## config.mk

```make
export PLATFORM = sky130hd
export DESIGN_NAME = uart_bootloader_flash_programmer
export DESIGN_NICKNAME = d
export VERILOG_FILES = /design/src/rtl/ubfp_pkg.sv /design/src/rtl/ubfp_step.sv /design/src/rtl/uart_bootloader_flash_programmer.sv
export SDC_FILE = /design/constraint.sdc
export NUM_CORES = 1
export LEC_CHECK = 0
export BUFFER_PORTS_ARGS = -buffer_cell sky130_fd_sc_hd__buf_2
export CAP_MARGIN = 40
export CORE_UTILIZATION = 53
export DETAILED_ROUTE_END_ITERATION = 6
export GPL_TIMING_DRIVEN = 0
export PLACE_DENSITY_LB_ADDON = 0.2
export SETUP_SLACK_MARGIN = 0.3
export SKIP_LAST_GASP = 1
export SLEW_MARGIN = 5
export SYNTH_ARGS = -nofsm -noshare
export SYNTH_HDL_FRONTEND = slang
export SYNTH_SLANG_ARGS = --single-unit
```

## constraint.sdc

```tcl
create_clock -name clk -period 11.8 [get_ports clk]
set_input_delay 3.54 -clock clk [delete_from_list [all_inputs] [get_ports clk]]
set_output_delay 3.54 -clock clk [all_outputs]
set_load 0.05 [all_outputs]
```

## src/rtl/ubfp_pkg.sv

```systemverilog
`timescale 1ns / 1ps
// Types, codes and constants shared by the bootloader flash programmer.
package ubfp_pkg;

  localparam int MAX_CHUNK_DEFAULT = 256;
  localparam int MAX_RES = 5;
  localparam int RES_CNT_W = 3;

  localparam logic [31:0] START_ADDRESS_RESET = 32'h0800_0000;
  localparam logic [2:0] RETRY_LIMIT_RESET = 3'd3;
  localparam logic [2:0] RETRY_SATURATE = 3'd7;

  localparam logic CFG_START_ADDRESS = 1'b0;
  localparam logic CFG_RETRY_LIMIT = 1'b1;

  localparam logic [7:0] B_SYNC = 8'h7F;
  localparam logic [7:0] B_ACK = 8'h79;
  localparam logic [7:0] B_NACK = 8'h1F;
  localparam logic [7:0] B_RD_CMD = 8'h11;
  localparam logic [7:0] B_ER_CMD = 8'h43;
  localparam logic [7:0] B_WR_CMD = 8'h31;
  localparam logic [7:0] B_ER_ALL_HI = 8'hFF;
  localparam logic [7:0] B_ER_ALL_LO = 8'h00;
  localparam logic [7:0] B_OPT_LEN = 8'h01;

  localparam logic [7:0] OPT_ADDR [5] = '{8'h1F, 8'hFF, 8'hF8, 8'h00, 8'h18};

  typedef enum logic [2:0] {
    ERR_NONE = 3'd0,
    ERR_SYNC = 3'd1,
    ERR_PROTECT = 3'd2,
    ERR_ERASE = 3'd3,
    ERR_WRITE = 3'd4
  } err_t;

  typedef enum logic [2:0] {
    KIND_START = 3'd0,
    KIND_REPLY = 3'd1,
    KIND_TIMEOUT = 3'd2,
    KIND_CHUNK = 3'd3,
    KIND_DATA = 3'd4,
    KIND_FINISH = 3'd5,
    KIND_ABORT = 3'd6
  } kind_t;

  typedef enum logic [3:0] {
    PH_IDLE,
    PH_SYNC,
    PH_RP_CMD,
    PH_RP_ADDR,
    PH_RP_LEN,
    PH_ER_CMD,
    PH_ER_ARG,
    PH_READY,
    PH_WR_CMD,
    PH_WR_ADDR,
    PH_WR_DATA,
    PH_WR_ACK,
    PH_DONE
  } phase_t;

  typedef struct packed {
    phase_t phase;
    logic [2:0] retry_count;
    logic [31:0] write_address;
    logic [7:0] running_checksum;
    logic [8:0] current_length;
    logic [8:0] bytes_remaining;
    logic boot_sel;
  } ubfp_state_t;

  typedef struct packed {
    logic [2:0] error_code;
    logic done_res;
    logic ready_for_chunk;
    logic reset_level;
    logic boot_level;
    logic [7:0] tx_value;
    logic tx_valid;
  } result_t;

  typedef result_t [MAX_RES-1:0] res_batch_t;

  function automatic result_t mk_tx(logic [7:0] val, logic boot, logic rdy);
    result_t r;
    r = '0;
    r.tx_valid = 1'b1;
    r.tx_value = val;
    r.boot_level = boot;
    r.reset_level = 1'b1;
    r.ready_for_chunk = rdy;
    return r;
  endfunction

  function automatic result_t mk_pin(logic rst_lvl, logic done, err_t err, logic boot,
                                     logic rdy);
    result_t r;
    r = '0;
    r.boot_level = boot;
    r.reset_level = rst_lvl;
    r.ready_for_chunk = rdy;
    r.done_res = done;
    r.error_code = err;
    return r;
  endfunction

  function automatic err_t phase_code(phase_t ph);
    err_t e;
    case (ph)
      PH_SYNC: e = ERR_SYNC;
      PH_RP_CMD, PH_RP_ADDR, PH_RP_LEN: e = ERR_PROTECT;
      PH_ER_CMD, PH_ER_ARG: e = ERR_ERASE;
      PH_WR_CMD, PH_WR_ADDR, PH_WR_DATA, PH_WR_ACK: e = ERR_WRITE;
      default: e = ERR_NONE;
    endcase
    return e;
  endfunction

endpackage

```

## src/rtl/ubfp_step.sv

```systemverilog
`timescale 1ns / 1ps
// Session step logic: next state and the burst of result beats for one item.
module ubfp_step import ubfp_pkg::*; #(
  parameter int MAX_CHUNK = MAX_CHUNK_DEFAULT
) (
  input  ubfp_state_t st,
  input  logic [2:0] kind,
  input  logic [7:0] reply_byte,
  input  logic [8:0] chunk_length,
  input  logic [7:0] data_value,
  input  logic [31:0] start_address,
  input  logic [2:0] sync_retry_limit,
  output ubfp_state_t nxt,
  output res_batch_t res,
  output logic [RES_CNT_W-1:0] res_cnt
);

  logic is_reply;
  logic is_ack;
  logic is_nack;
  logic [7:0] a0, a1, a2, a3;
  logic [7:0] lm1;
  logic [8:0] rem_next;
  logic [7:0] csum_next;

  assign is_reply = (kind == KIND_REPLY);
  assign is_ack = is_reply && (reply_byte == B_ACK);
  assign is_nack = is_reply && (reply_byte == B_NACK);
  assign a0 = st.write_address[31:24];
  assign a1 = st.write_address[23:16];
  assign a2 = st.write_address[15:8];
  assign a3 = st.write_address[7:0];
  assign lm1 = 8'(st.current_length - 9'd1);
  assign rem_next = st.bytes_remaining - 9'd1;
  assign csum_next = st.running_checksum ^ data_value;

  always_comb begin
    nxt = st;
    res = '0;
    res_cnt = '0;
    case (kind)
      KIND_START: begin
        if (st.phase == PH_IDLE || st.phase == PH_DONE) begin
          nxt.phase = PH_SYNC;
          nxt.retry_count = '0;
          nxt.write_address = start_address;
          nxt.running_checksum = '0;
          nxt.current_length = '0;
          nxt.bytes_remaining = '0;
          nxt.boot_sel = 1'b1;
          res[0] = mk_pin(1'b0, 1'b0, ERR_NONE, 1'b1, 1'b0);
          res[1] = mk_tx(B_SYNC, 1'b1, 1'b0);
          res_cnt = 3'd2;
        end
      end
      KIND_ABORT: begin
        if (st.phase != PH_IDLE && st.phase != PH_DONE) begin
          nxt.boot_sel = 1'b0;
          nxt.phase = PH_DONE;
          res[0] = mk_pin(1'b0, 1'b0, ERR_NONE, 1'b0, st.phase == PH_READY);
          res[1] = mk_pin(1'b1, 1'b1, phase_code(st.phase), 1'b0, 1'b0);
          res_cnt = 3'd2;
        end
      end
      KIND_FINISH: begin
        if (st.phase == PH_READY) begin
          nxt.boot_sel = 1'b0;
          nxt.phase = PH_DONE;
          res[0] = mk_pin(1'b0, 1'b0, ERR_NONE, 1'b0, 1'b0);
          res[1] = mk_pin(1'b1, 1'b1, ERR_NONE, 1'b0, 1'b0);
          res_cnt = 3'd2;
        end
      end
      KIND_CHUNK: begin
        if (st.phase == PH_READY && chunk_length != '0) begin
          nxt.current_length = (chunk_length > 9'(MAX_CHUNK)) ? 9'(MAX_CHUNK) : chunk_length;
          nxt.phase = PH_WR_CMD;
          res[0] = mk_tx(B_WR_CMD, st.boot_sel, 1'b0);
          res[1] = mk_tx(~B_WR_CMD, st.boot_sel, 1'b0);
          res_cnt = 3'd2;
        end
      end
      KIND_DATA: begin
        if (st.phase == PH_WR_DATA && st.bytes_remaining != '0) begin
          nxt.running_checksum = csum_next;
          nxt.bytes_remaining = rem_next;
          res[0] = mk_tx(data_value, st.boot_sel, 1'b0);
          res_cnt = 3'd1;
          if (rem_next == '0) begin
            nxt.phase = PH_WR_ACK;
            res[1] = mk_tx(csum_next, st.boot_sel, 1'b0);
            res_cnt = 3'd2;
          end
        end
      end
      KIND_REPLY, KIND_TIMEOUT: begin
        case (st.phase)
          PH_SYNC: begin
            if (!is_reply) begin
              res[0] = mk_tx(B_SYNC, st.boot_sel, 1'b0);
              res_cnt = 3'd1;
            end else if (is_ack) begin
              nxt.phase = PH_RP_CMD;
              res[0] = mk_tx(B_RD_CMD, st.boot_sel, 1'b0);
              res[1] = mk_tx(~B_RD_CMD, st.boot_sel, 1'b0);
              res_cnt = 3'd2;
            end else if (is_nack && st.retry_count <= sync_retry_limit) begin
              if (st.retry_count != RETRY_SATURATE) begin
                nxt.retry_count = st.retry_count + 3'd1;
              end
              res[0] = mk_pin(1'b0, 1'b0, ERR_NONE, st.boot_sel, 1'b0);
              res[1] = mk_tx(B_SYNC, st.boot_sel, 1'b0);
              res_cnt = 3'd2;
            end else begin
              nxt.phase = PH_DONE;
              res[0] = mk_pin(1'b1, 1'b1, ERR_SYNC, st.boot_sel, 1'b0);
              res_cnt = 3'd1;
            end
          end
          PH_RP_CMD: begin
            if (is_ack) begin
              nxt.phase = PH_RP_ADDR;
              for (int i = 0; i < 5; i++) begin
                res[i] = mk_tx(OPT_ADDR[i], st.boot_sel, 1'b0);
              end
              res_cnt = 3'd5;
            end else if (is_nack) begin
              nxt.phase = PH_ER_CMD;
              res[0] = mk_tx(B_ER_CMD, st.boot_sel, 1'b0);
              res[1] = mk_tx(~B_ER_CMD, st.boot_sel, 1'b0);
              res_cnt = 3'd2;
            end else begin
              nxt.phase = PH_DONE;
              res[0] = mk_pin(1'b1, 1'b1, ERR_PROTECT, st.boot_sel, 1'b0);
              res_cnt = 3'd1;
            end
          end
          PH_RP_ADDR: begin
            if (is_ack) begin
              nxt.phase = PH_RP_LEN;
              res[0] = mk_tx(B_OPT_LEN, st.boot_sel, 1'b0);
              res[1] = mk_tx(~B_OPT_LEN, st.boot_sel, 1'b0);
              res_cnt = 3'd2;
            end else begin
              nxt.phase = PH_DONE;
              res[0] = mk_pin(1'b1, 1'b1, ERR_PROTECT, st.boot_sel, 1'b0);
              res_cnt = 3'd1;
            end
          end
          PH_RP_LEN: begin
            if (is_reply) begin
              nxt.phase = PH_ER_CMD;
              res[0] = mk_tx(B_ER_CMD, st.boot_sel, 1'b0);
              res[1] = mk_tx(~B_ER_CMD, st.boot_sel, 1'b0);
              res_cnt = 3'd2;
            end else begin
              nxt.phase = PH_DONE;
              res[0] = mk_pin(1'b1, 1'b1, ERR_PROTECT, st.boot_sel, 1'b0);
              res_cnt = 3'd1;
            end
          end
          PH_ER_CMD: begin
            if (is_ack) begin
              nxt.phase = PH_ER_ARG;
              res[0] = mk_tx(B_ER_ALL_HI, st.boot_sel, 1'b0);
              res[1] = mk_tx(B_ER_ALL_LO, st.boot_sel, 1'b0);
              res_cnt = 3'd2;
            end else begin
              nxt.phase = PH_DONE;
              res[0] = mk_pin(1'b1, 1'b1, ERR_ERASE, st.boot_sel, 1'b0);
              res_cnt = 3'd1;
            end
          end
          PH_ER_ARG: begin
            if (is_ack) begin
              nxt.phase = PH_READY;
              res[0] = mk_pin(1'b1, 1'b0, ERR_NONE, st.boot_sel, 1'b1);
            end else begin
              nxt.phase = PH_DONE;
              res[0] = mk_pin(1'b1, 1'b1, ERR_ERASE, st.boot_sel, 1'b0);
            end
            res_cnt = 3'd1;
          end
          PH_WR_CMD: begin
            if (is_ack) begin
              nxt.phase = PH_WR_ADDR;
              res[0] = mk_tx(a0, st.boot_sel, 1'b0);
              res[1] = mk_tx(a1, st.boot_sel, 1'b0);
              res[2] = mk_tx(a2, st.boot_sel, 1'b0);
              res[3] = mk_tx(a3, st.boot_sel, 1'b0);
              res[4] = mk_tx(a0 ^ a1 ^ a2 ^ a3, st.boot_sel, 1'b0);
              res_cnt = 3'd5;
            end else begin
              nxt.phase = PH_DONE;
              res[0] = mk_pin(1'b1, 1'b1, ERR_WRITE, st.boot_sel, 1'b0);
              res_cnt = 3'd1;
            end
          end
          PH_WR_ADDR: begin
            if (is_ack) begin
              nxt.phase = PH_WR_DATA;
              nxt.running_checksum = lm1;
              nxt.bytes_remaining = st.current_length;
              res[0] = mk_tx(lm1, st.boot_sel, 1'b0);
            end else begin
              nxt.phase = PH_DONE;
              res[0] = mk_pin(1'b1, 1'b1, ERR_WRITE, st.boot_sel, 1'b0);
            end
            res_cnt = 3'd1;
          end
          PH_WR_ACK: begin
            if (is_ack) begin
              nxt.write_address = st.write_address + 32'(st.current_length);
              nxt.phase = PH_READY;
              res[0] = mk_pin(1'b1, 1'b0, ERR_NONE, st.boot_sel, 1'b1);
            end else begin
              nxt.phase = PH_DONE;
              res[0] = mk_pin(1'b1, 1'b1, ERR_WRITE, st.boot_sel, 1'b0);
            end
            res_cnt = 3'd1;
          end
          default: begin
            res_cnt = '0;
          end
        endcase
      end
      default: begin
        res_cnt = '0;
      end
    endcase
  end

endmodule

```

## src/rtl/uart_bootloader_flash_programmer.sv

```systemverilog
`timescale 1ns / 1ps
// Top level: host-side UART bootloader sequencer that programs target flash.
//
// Events enter on the s_ channel: s_tuser carries the event kind (start, reply
// byte, reply timeout, chunk begin, data byte, finish, abort) and s_tdata the
// reply byte, chunk length and data byte. Each event yields zero to five
// result beats on the m_ channel; each beat holds a byte to send to the target
// (when tx_valid is set) and the levels for the boot and reset pins, plus
// chunk-ready, done and error status. m_tlast marks the final beat of an event.
// An accepted event is held in an input register and is judged once the result
// buffer is empty or hands out the final beat of its burst; the whole new burst
// is then loaded into the result buffer, which shows its first beat. The buffer
// hands out one beat per cycle while m_tready is high, and the input register
// takes the next event while a burst still drains.
// When the receiver stalls, the burst holds and the input stage fills and then
// drops s_tready. Configuration writes are taken at any edge with cfg_we set.
// Reset returns the session to idle, empties both stages and reloads the
// default start address and sync retry limit.
module uart_bootloader_flash_programmer import ubfp_pkg::*; #(
  parameter int MAX_CHUNK = MAX_CHUNK_DEFAULT
) (
  input  logic clk,
  input  logic rst,
  input  logic s_tvalid,
  output logic s_tready,
  input  logic [31:0] s_tdata,  // reply_byte[7:0], chunk_length[16:8], data_value[24:17]
  input  logic [2:0] s_tuser,   // kind[2:0]
  output logic m_tvalid,
  input  logic m_tready,
  output logic [15:0] m_tdata,  // tx_valid[0], tx_value[8:1], boot_level[9],
                                // reset_level[10], ready_for_chunk[11],
                                // done_res[12], error_code[15:13]
  output logic m_tlast,
  input  logic cfg_we,
  input  logic cfg_index,
  input  logic [31:0] cfg_data
);

  logic [31:0] start_address;
  logic [2:0] sync_retry_limit;

  logic in_valid;
  logic [2:0] in_kind;
  logic [7:0] in_reply_byte;
  logic [8:0] in_chunk_length;
  logic [7:0] in_data_value;

  ubfp_state_t st;
  ubfp_state_t st_next;
  res_batch_t step_res;
  logic [RES_CNT_W-1:0] step_cnt;

  logic bat_valid;
  res_batch_t bat;
  logic [RES_CNT_W-1:0] bat_cnt;
  logic [RES_CNT_W-1:0] bat_idx;

  logic bat_last;
  logic drain_last;
  logic consume;

  ubfp_step #(
    .MAX_CHUNK(MAX_CHUNK)
  ) u_step (
    .st(st),
    .kind(in_kind),
    .reply_byte(in_reply_byte),
    .chunk_length(in_chunk_length),
    .data_value(in_data_value),
    .start_address(start_address),
    .sync_retry_limit(sync_retry_limit),
    .nxt(st_next),
    .res(step_res),
    .res_cnt(step_cnt)
  );

  assign bat_last = (bat_idx == bat_cnt - 3'd1);
  assign drain_last = bat_valid && m_tready && bat_last;
  assign consume = in_valid && (!bat_valid || drain_last);
  assign s_tready = !in_valid || consume;

  assign m_tvalid = bat_valid;
  assign m_tdata = bat[bat_idx];
  assign m_tlast = bat_last;

  always_ff @(posedge clk) begin
    if (rst) begin
      start_address <= START_ADDRESS_RESET;
      sync_retry_limit <= RETRY_LIMIT_RESET;
    end else if (cfg_we) begin
      case (cfg_index)
        CFG_START_ADDRESS: start_address <= cfg_data;
        CFG_RETRY_LIMIT: sync_retry_limit <= cfg_data[2:0];
        default: start_address <= start_address;
      endcase
    end
  end

  always_ff @(posedge clk) begin
    if (rst) begin
      in_valid <= 1'b0;
    end else if (s_tready) begin
      in_valid <= s_tvalid;
    end
  end

  always_ff @(posedge clk) begin
    if (s_tvalid && s_tready) begin
      in_kind <= s_tuser;
      in_reply_byte <= s_tdata[7:0];
      in_chunk_length <= s_tdata[16:8];
      in_data_value <= s_tdata[24:17];
    end
  end

  always_ff @(posedge clk) begin
    if (rst) begin
      st <= '{phase: PH_IDLE, default: '0};
    end else if (consume) begin
      st <= st_next;
    end
  end

  always_ff @(posedge clk) begin
    if (rst) begin
      bat_valid <= 1'b0;
      bat_cnt <= '0;
      bat_idx <= '0;
    end else if (consume) begin
      bat_valid <= (step_cnt != '0);
      bat_cnt <= step_cnt;
      bat_idx <= '0;
    end else if (drain_last) begin
      bat_valid <= 1'b0;
    end else if (bat_valid && m_tready) begin
      bat_idx <= bat_idx + 3'd1;
    end
  end

  always_ff @(posedge clk) begin
    if (consume) begin
      bat <= step_res;
    end
  end

`ifndef NO_ASSERTIONS
  assert property (@(posedge clk) disable iff (rst) bat_valid |-> (bat_cnt != '0))
    else $error("result buffer valid with an empty burst");

  assert property (@(posedge clk) disable iff (rst) bat_valid |-> (bat_idx < bat_cnt))
    else $error("result index past the end of the burst");

  assert property (@(posedge clk) disable iff (rst) (m_tvalid && m_tdata[12]) |-> m_tlast)
    else $error("session end beat is not the final beat of its event");

  assert property (@(posedge clk) disable iff (rst) $past(rst) |-> (!m_tvalid && s_tready))
    else $error("pipeline not empty after reset");
`endif

endmodule

```

# Word-level counts from Yosys, hierarchy flattened
# Memory sizes are Yosys's and may differ from the RTL's. A register that Yosys moved wholly into a read port is not among the register bits.
# Index checks and enable logic that the tools add are counted.
# word_totals
regBits,217
romBits,48
in_bits,73
out_inout_bits,19
word_cells,242
mem_count,1
# op_classes
n_addsub,6
order_cmp,3
n_eq_ne,40
muxes,92
bitwise,6
reduce_logical,42
# mem_list
memory,depth,word_bits,read_ports,rd_clocked_by_memory_dff,write_ports,line_no,source
(name not given),16,3,1,1,0,ubfp_pkg.sv:109,case (ph)
# ops
op,n
$mux 32,6
$pmux 32 s6,1
$pmux 16 s9,1
$mux 16,6
$pmux 16 s6,1
$pmux 43 s2,1
$mux 15,5
$pmux 35 s2,1
$mux 11,6
$mux 66,1
$mux 4,15
$mux 59,1
$mux 27,2
$bmux 16 s3,1
$mux 9,5
$mux 43,1
$pmux 3 s6,2
$add 32x9->32,1
$pmux 4 s8,1
$xor 8x8->8,4
$mux 3,10
$mux 29,1
$pmux 9 s3,1
$mux 8,3
52 further kinds,112

# Logic depth before layout (Yosys ltp)
# Gate-level depths: netlist (run 1).
# logic_depth
depth_word,10
ltp_mapped,15
depth_no_buf,12

# By module
# Synthesis (run 1) repeated with hierarchy kept, for this count alone.
# hier_totals
cells_unflattened,1416
hier_area_um2,12226.7
# by_module_without_submodules
module,instances,cells_per_inst,area_per_inst_um2,seq_area_each_um2
uart_bootloader_flash_programmer,1,668,7763.7,5425.2
ubfp_step,1,748,4463.0,0.0

# Worst setup path before layout (run 1)
# No wires, ideal clock.
# synth_path
path_type,input -> output
start,input port m_tready
end,output port s_tready
t_arrival_ps,4087
t_required_ps,8260
setup_slack_ps,4173
path_stages,2
n_path_buf,0
cell_sequence,nand2_1 -> nand3_1
# synth_between
elab_chain_len,5
# synth_lines
item,line_no,source
start: declaration,uart_bootloader_flash_programmer.sv:29,"input logic m_tready,"
$logic_and 1x1->1 (2 in series),uart_bootloader_flash_programmer.sv:78,assign drain_last = bat_valid && m_tready && bat_last;
$logic_or 1x1->1,uart_bootloader_flash_programmer.sv:79,assign consume = in_valid && (!bat_valid || drain_last);
$logic_and 1x1->1,uart_bootloader_flash_programmer.sv:79,
$logic_or 1x1->1,uart_bootloader_flash_programmer.sv:80,assign s_tready = !in_valid || consume;
end: declaration,uart_bootloader_flash_programmer.sv:25,"output logic s_tready,"
# No other way between the ends.

# Worst setup path in the final report (run 1)
# Ends and elaborated chain as after synthesis.

==> results of run 1 <==
through the flow:
| step | utilization | setup WS, ns | instance area, sq um | hold WS (ns) |
|---|---|---|---|---|
| 6_report | 0.611 | 4.06 | 12400 | 0.456 |
| 5_1_grt | 0.611 | 3.99 | 12400 | 0.475 |
| 4_1_cts | 0.611 | 4.05 | 12400 | 0.460 |
| 3_5_place_dp | 0.583 | 4.06 | 11900 | 0.449 |
| 3_3_place_gp | 0.580 | 3.71 | 11800 | 0.445 |
| 2_1_floorplan | - | 4.17 | 11100 | 0.432 |
path summary, 6_finish.rpt:
path	to	from
worst max-delay path	s_tready	m_tready
worst min-delay path	start_address[4]	start_address[4]
worst max register to register	flip-flop	st[1]
worst min register to register	start_address[4]	start_address[4]
final cells by class:
type,count,area share
Buffer,98,0.0306
Clock inverter,14,0.0109
Inverter,41,0.0124
Sequential cell,197,0.385
Clock buffer,18,0.0345
Tap cell,270,0.0272
Timing Repair Buffer,88,0.0376
Multi-Input combinational cell,928,0.462
power by group:
part,switching [mW],internal (mW),total [mW]
clock,0.293,0.281,0.575
sequential,0.0156,0.734,0.750
combinational,0.111,0.0531,0.164
critical path, delay by kind of cell:
family / cells / cell delay (ns)
AND/OR/NAND/NOR: 2 / 0.29
buffers and inverters: 2 / 0.37
routing by layer:
layer	GRT usage	wire length (um)
met1	0.476	15500
met2	0.504	15200
met3	0.0597	3370
met4	0.116	955
met5	0	0
sequential cells by signal (all words and copies together), names as in the netlist, 8 cells and up, named ones only:
signal and cells:
st 66, bat 57, start_address 32, in_chunk_length 9, in_data_value 8, in_reply_byte 8
cells by family (layout without fill, tap and decap cells):
logic type               Yosys count  after routing  synth area share
AO/OA/AOI/OAI                    358            358             0.215
multiplexers                      24             24            0.0217
flip-flops                       197            197             0.434
buffers and inverters            139            259            0.0480
XOR/XNOR                          51             51            0.0418
AND/OR/NAND/NOR                  473            473             0.214
adder cells (fa/ha/maj)           22             22            0.0256
layout by cell type, fill, tap and decap left out, drive strengths merged, types with 18 or more instances in the layout:
master,instances
edfxtp,85
buf,109
inv,48
nor3,30
a211oi,20
nand3,34
mux2i,24
clkbuf,95
and3,31
xnor2,32
xor2,18
o21ai,68
a21oi,108
dfxtp,112
nand2,164
ha,21
nor2,97
==> metrics.txt, run 1 <==
worst setup path class in -> out; Slew Limit Headroom 0.358; Power Dens Cells approximately 120 nW/um^2; Final Power 1.49 mW; crit path DAT between 4 and 5 ns; synthesized netlist cell count 1264; Tcrit/Tclk final 0.656; biggest area consumer among synthesized cells edfxtp_1; CP startpoint kind input port; Via Count 10400; Ant. Diodes 0; full die area about 21000 sq um; syn_nets around 1400; most numerous cell in the Yosys netlist nand2_1; combined area of the multi-input logic cells 5740 sq um; Seq. cell area around 4800 sq um; Final Critical Period slightly below 8 ns; Final nets 1466; Initial Util 0.543; DRC 0; first-pass GRT wire length roughly 54 mm; Die X ~150 um; placed cell count 1622; Crit Path Max Fanout 4; Routed WL ~35 mm; fin cells ~1700; CTS Hold Buffers Added 0; CTS max path bufs 2; Worst-path clk slew 0.07 ns; # Post-CTS Setup Buffers 0; H-tree Lvls 4; core footprint just over 20000 sq um; final setup fails 0; Post-synth top cells nand2_1 (164), dfxtp_1 (112), a21oi_1 (108); max frequency between 100 and 150 MHz; FF+latch count, synth 197; FILL cells roughly 1800; Max VDD drop roughly 0.098 mV; Max Slew Vio Count 0; WHS Path Cells 2; Row Count 52; Post-synth EDFFs 85; Yosys top cell area share 0.231; number of global-route vias before repair 9505; max incr delay on CP roughly 0.27 ns; chip height ~150 um; Synth Cell Area roughly 11000 sq um; Resized cells post-CTS 0; Clock Sinks approximately 200; RSZ-0062 raised after global routing no; initial antenna violation count 0; synth top area cells edfxtp_1 (23%), dfxtp_1 (20%), nand2_1 (5.6%); TritonCTS Buffers 17; Critical Path, Cell by Cell buf_2 > nand2_1 > nand3_1 > buf_2; synth unique cells a little under 90; drt pass-1 iters 7; Wirelength per Cell between 20 and 25 um; post-synthesis async set-or-reset flop share 0; max cap viols 0; most used flip-flop cell after synthesis dfxtp_1; CTS tree done; Worst path slowest cell buf_2; Detailed Place HPWL 26.4 mm; GPL Wtd Cong around 1; clk_skew 0.0110 ns; R2R Setup Slk 8.04 ns; most frequent cell on the critical path buf_2; register area share after synthesis 0.434; R2R cell count 14; HP Class reg -> reg; worst skew pair latency ~0.44 ns; Critical Path End Type output port; drt via density between 6 and 7; P&R area growth vs syn 12.6%; Tightest Pin Transition 0.938 ns; root buf cell clkbuf_16; antenna-violating nets left 0; status finished clean; GRT overflow 0; drt first-iter violations roughly 1200; TNS Setup 0 ns; Critical Path RT roughly 8.3 ns; P_leak 4.64 nW; Hold Vio Cnt, Final 0; largest net degree at the start of global routing 67; Mapped Avg Cell Area 8.74 sq um; # IOs 92; gr usage total 0.332; port bufs between 80 and 90; layout cell share with drive strength beyond 1 0.108; yosys warns 0
No activity file was read; power rests on OpenSTA's default activity.
==> inputs of run 2 (changes only) <==
- ABC_AREA: not set -> 1
- clock period: 11.8 -> 6.7 ns (I/O delays scaled with it)
==> run 2 against run 1 <==
  * Clock power rose by 84%
  * Sequential power rose by 80%
  * Utilization rose by 0.66 points
  * Via count shrank 1.2%
  * Global-route usage down 0.12 points
  * Combinational power increased by 120%
  * Final cell count up 8.7%
  * Flip-flop and latch count did not move
  * Non-clock buffer count down 43
  * Synthesized cell count rose by 12%
  * Largest power group unchanged
  * Highest routed layer unchanged
==> metrics.txt, run 2 <==
syn_nets 1509 (+11%); Power Dens Cells 229 nW/um^2 (+91%); Design Area, Final 12100 sq um (-2.8%); Post-synth EDFFs 85 (unchanged); # Post-CTS Setup Buffers 0 (unchanged); Tightest Pin Transition 0.951 ns (+0.0128 ns); commonest cells after routing, fill and taps aside nand2_1 (286), nor2_1 (188), inv_1 (141), o21ai_0 (128), a21oi_1 (117); Initial Util 0.546 (+0.00287); routing usage on met3 0.0742 (+0.0145); CTS Hold Buffers Added 0 (unchanged); TNS Setup 0 ns (unchanged); register area share after synthesis 0.449 (+0.0148); synth unique cells 50 (-43%); Worst path slowest cell buf_2; most used flip-flop cell after synthesis dfxtp_1; Yosys top cell area share 0.239 (+0.00787); Post-synth top cells nand2_1 (286), nor2_1 (188), inv_1 (141); GRT overflow 0 (unchanged); biggest area consumer among synthesized cells edfxtp_1; post-synthesis async set-or-reset flop share 0 (unchanged); worst setup path class in -> out; root buf cell clkbuf_16; drt via density 5.71 (-9.2%); Max Slew Vio Count 0 (unchanged); Worst-path clk slew 0.08 ns (about the same); chip height 144 um (-1.6%); drt pass-1 iters 6 (-1); Mapped Avg Cell Area 7.56 sq um (-14%); Clock Sinks 197 (unchanged); Critical Path, Cell by Cell buf_2 > nand3_1 > nand3_1 > buf_2; antenna-violating nets left 0 (unchanged); HP Class reg -> reg; Resized cells post-CTS 0 (unchanged); placed cell areas 11500 sq um (-3.2%); number of global-route vias before repair 9272 (-2.5%); Max VDD drop 0.162 mV (+65%); initial antenna violation count 0 (unchanged); Via Count 10300 (-1.2%); yosys warns 0 (unchanged); max cap viols 0 (unchanged); P_leak 4.92 nW (+6.0%); # IOs 92 (unchanged); Routed WL 33.3 mm (-5.0%); Wirelength per Cell 18.5 um (-13%); CTS max path bufs 2 (unchanged); worst skew pair latency 0.45 ns (about the same); status finished clean; Slew Limit Headroom 0.366 (+0.00763); Hold Vio Cnt, Final 0 (unchanged); DRC 0 (unchanged); clk_skew 0.0145 ns (+0.00347 ns); number of cells on the critical path 4 (unchanged); WHS Path Cells 2 (unchanged); Critical path buffers and inverters 2 (unchanged); number of flip-flops in the largest register 66 (unchanged); FF+latch count, synth 197 (unchanged); max incr delay on CP 0.29 ns (+0.02 ns); Critical Path End Type output port; largest registers st x66, bat x57, start_address x32; CP startpoint kind input port; Synth Cell Area 10700 sq um (-3.3%); Die X 144 um (-1.6%); gr usage total 0.331 (-0.00119); RSZ-0062 raised after global routing no; port bufs 84 (+1.2%); commonest non-fill, non-tap cell in the layout nand2_1; Final nets 1615 (+10%); GPL Wtd Cong 0.971 (-2.6%); Tcrit/Tclk final 0.695; largest net degree at the start of global routing 44 (-34%); full die area 20700 sq um (-3.3%); R2R cell count 13 (-1); drt first-iter violations 961 (-21%); most numerous cell in the Yosys netlist nand2_1; Ant. Diodes 0 (unchanged); Final Critical Period approximately 4.7 ns; core footprint 19600 sq um (-3.8%); H-tree Lvls 4 (unchanged); R2R Setup Slk 3.48 ns (-4.56 ns); Reg with most FFs st; synth top area cells edfxtp_1 (24%), dfxtp_1 (21%), nand2_1 (10%); grt met1 use 0.463 (-0.0137); P&R area growth vs syn 13.2%; family with the most delay on the worst path buffers and inverters; final setup fails 0 (unchanged); synthesized netlist cell count 1414 (+12%); Row Count 51 (-1.9%); Final Util 0.617 (+0.00659); crit path DAT 2.65 ns (-1.55 ns); Crit Path Max Fanout 3 (-1); CTS tree done; first-pass GRT wire length 50.7 mm (-6.8%); layout cell share with drive strength beyond 1 0.106 (-0.00271); met2 Track Usage GR 0.503 (-0.000631); grt peak-use layer met2; TritonCTS Buffers 17 (unchanged); Detailed Place HPWL 25.5 mm (-3.2%); Critical Path RT 4.69 ns (-3.57 ns); worst hold slack 0.461 ns (+0.00484 ns); max frequency 215 MHz
[run 2: cell types whose count changed after synthesis, moves of 36 or more]
cell / before / now
o21ai_0: 64 / 128
nand2_1: 164 / 286
nor2_1: 97 / 188
inv_1: 40 / 141
nand3_1: 34 / 82
clkbuf_1: 77 / 41
[run 2: cells by family after synthesis]
family / Yosys count / share of synthesized area
AO/OA/AOI/OAI: 327 / 0.172
buffers and inverters: 210 / 0.0759
AND/OR/NAND/NOR: 614 / 0.241
flip-flops: 197 / 0.449
XOR/XNOR: 44 / 0.0361
adder cells (fa/ha/maj): 22 / 0.0265
[run 2: worst reg2reg max path: cells and delay by family, from the launching register on]
family / cells / cell delay, ns
AOI/OAI and AO/OA: 4 / 1.01
and+or+nand+nor: 5 / 0.77
adders and majority gates: 2 / 0.58
DFF: 1 / 0.52
buffers and inverters: 2 / 0.19
[run 2: worst paths after layout]
kind / start / endpoint
max: m_tready / s_tready
max reg2reg: st[10] / st[53]
min reg2reg: start_address[24] / start_address[24]
min: start_address[24] / start_address[24]
[run 2: area by class of cell]
class | count | area [sq um]
plain buffers | 56 | 231
clock buffers | 17 | 425
multi-input cells | 1007 | 5080
well taps | 265 | 332
clock inverters | 15 | 179
inverters | 154 | 579
flip-flops and latches | 197 | 4790
repair buffers | 87 | 473
fillers | 1826 | 7490
[run 2: metal layers]
layer	routed length (um)	part of all wire	up-vias
li1	-	-	4969
met1	14500	0.44	4729
met2	14400	0.43	509
met3	3490	0.10	54
met4	828	0.025	0
met5	0	0	-
[run 2: through the flow]
step	setup WS, ns	std cells	total power, mW
after global placement	2.05	1763	1.71
after floorplan	2.18	1414	1.59
final	2.04	1798	2.77
after CTS	2.03	1798	2.77
after global routing	1.99	1798	2.86
after detailed placement	2.03	1766	1.72
[run 2: where the power goes]
part	switching [mW]	internal, mW
Clock	0.525	0.540
Sequential	0.0376	1.31
Combinational	0.248	0.107
Total	0.810	1.96
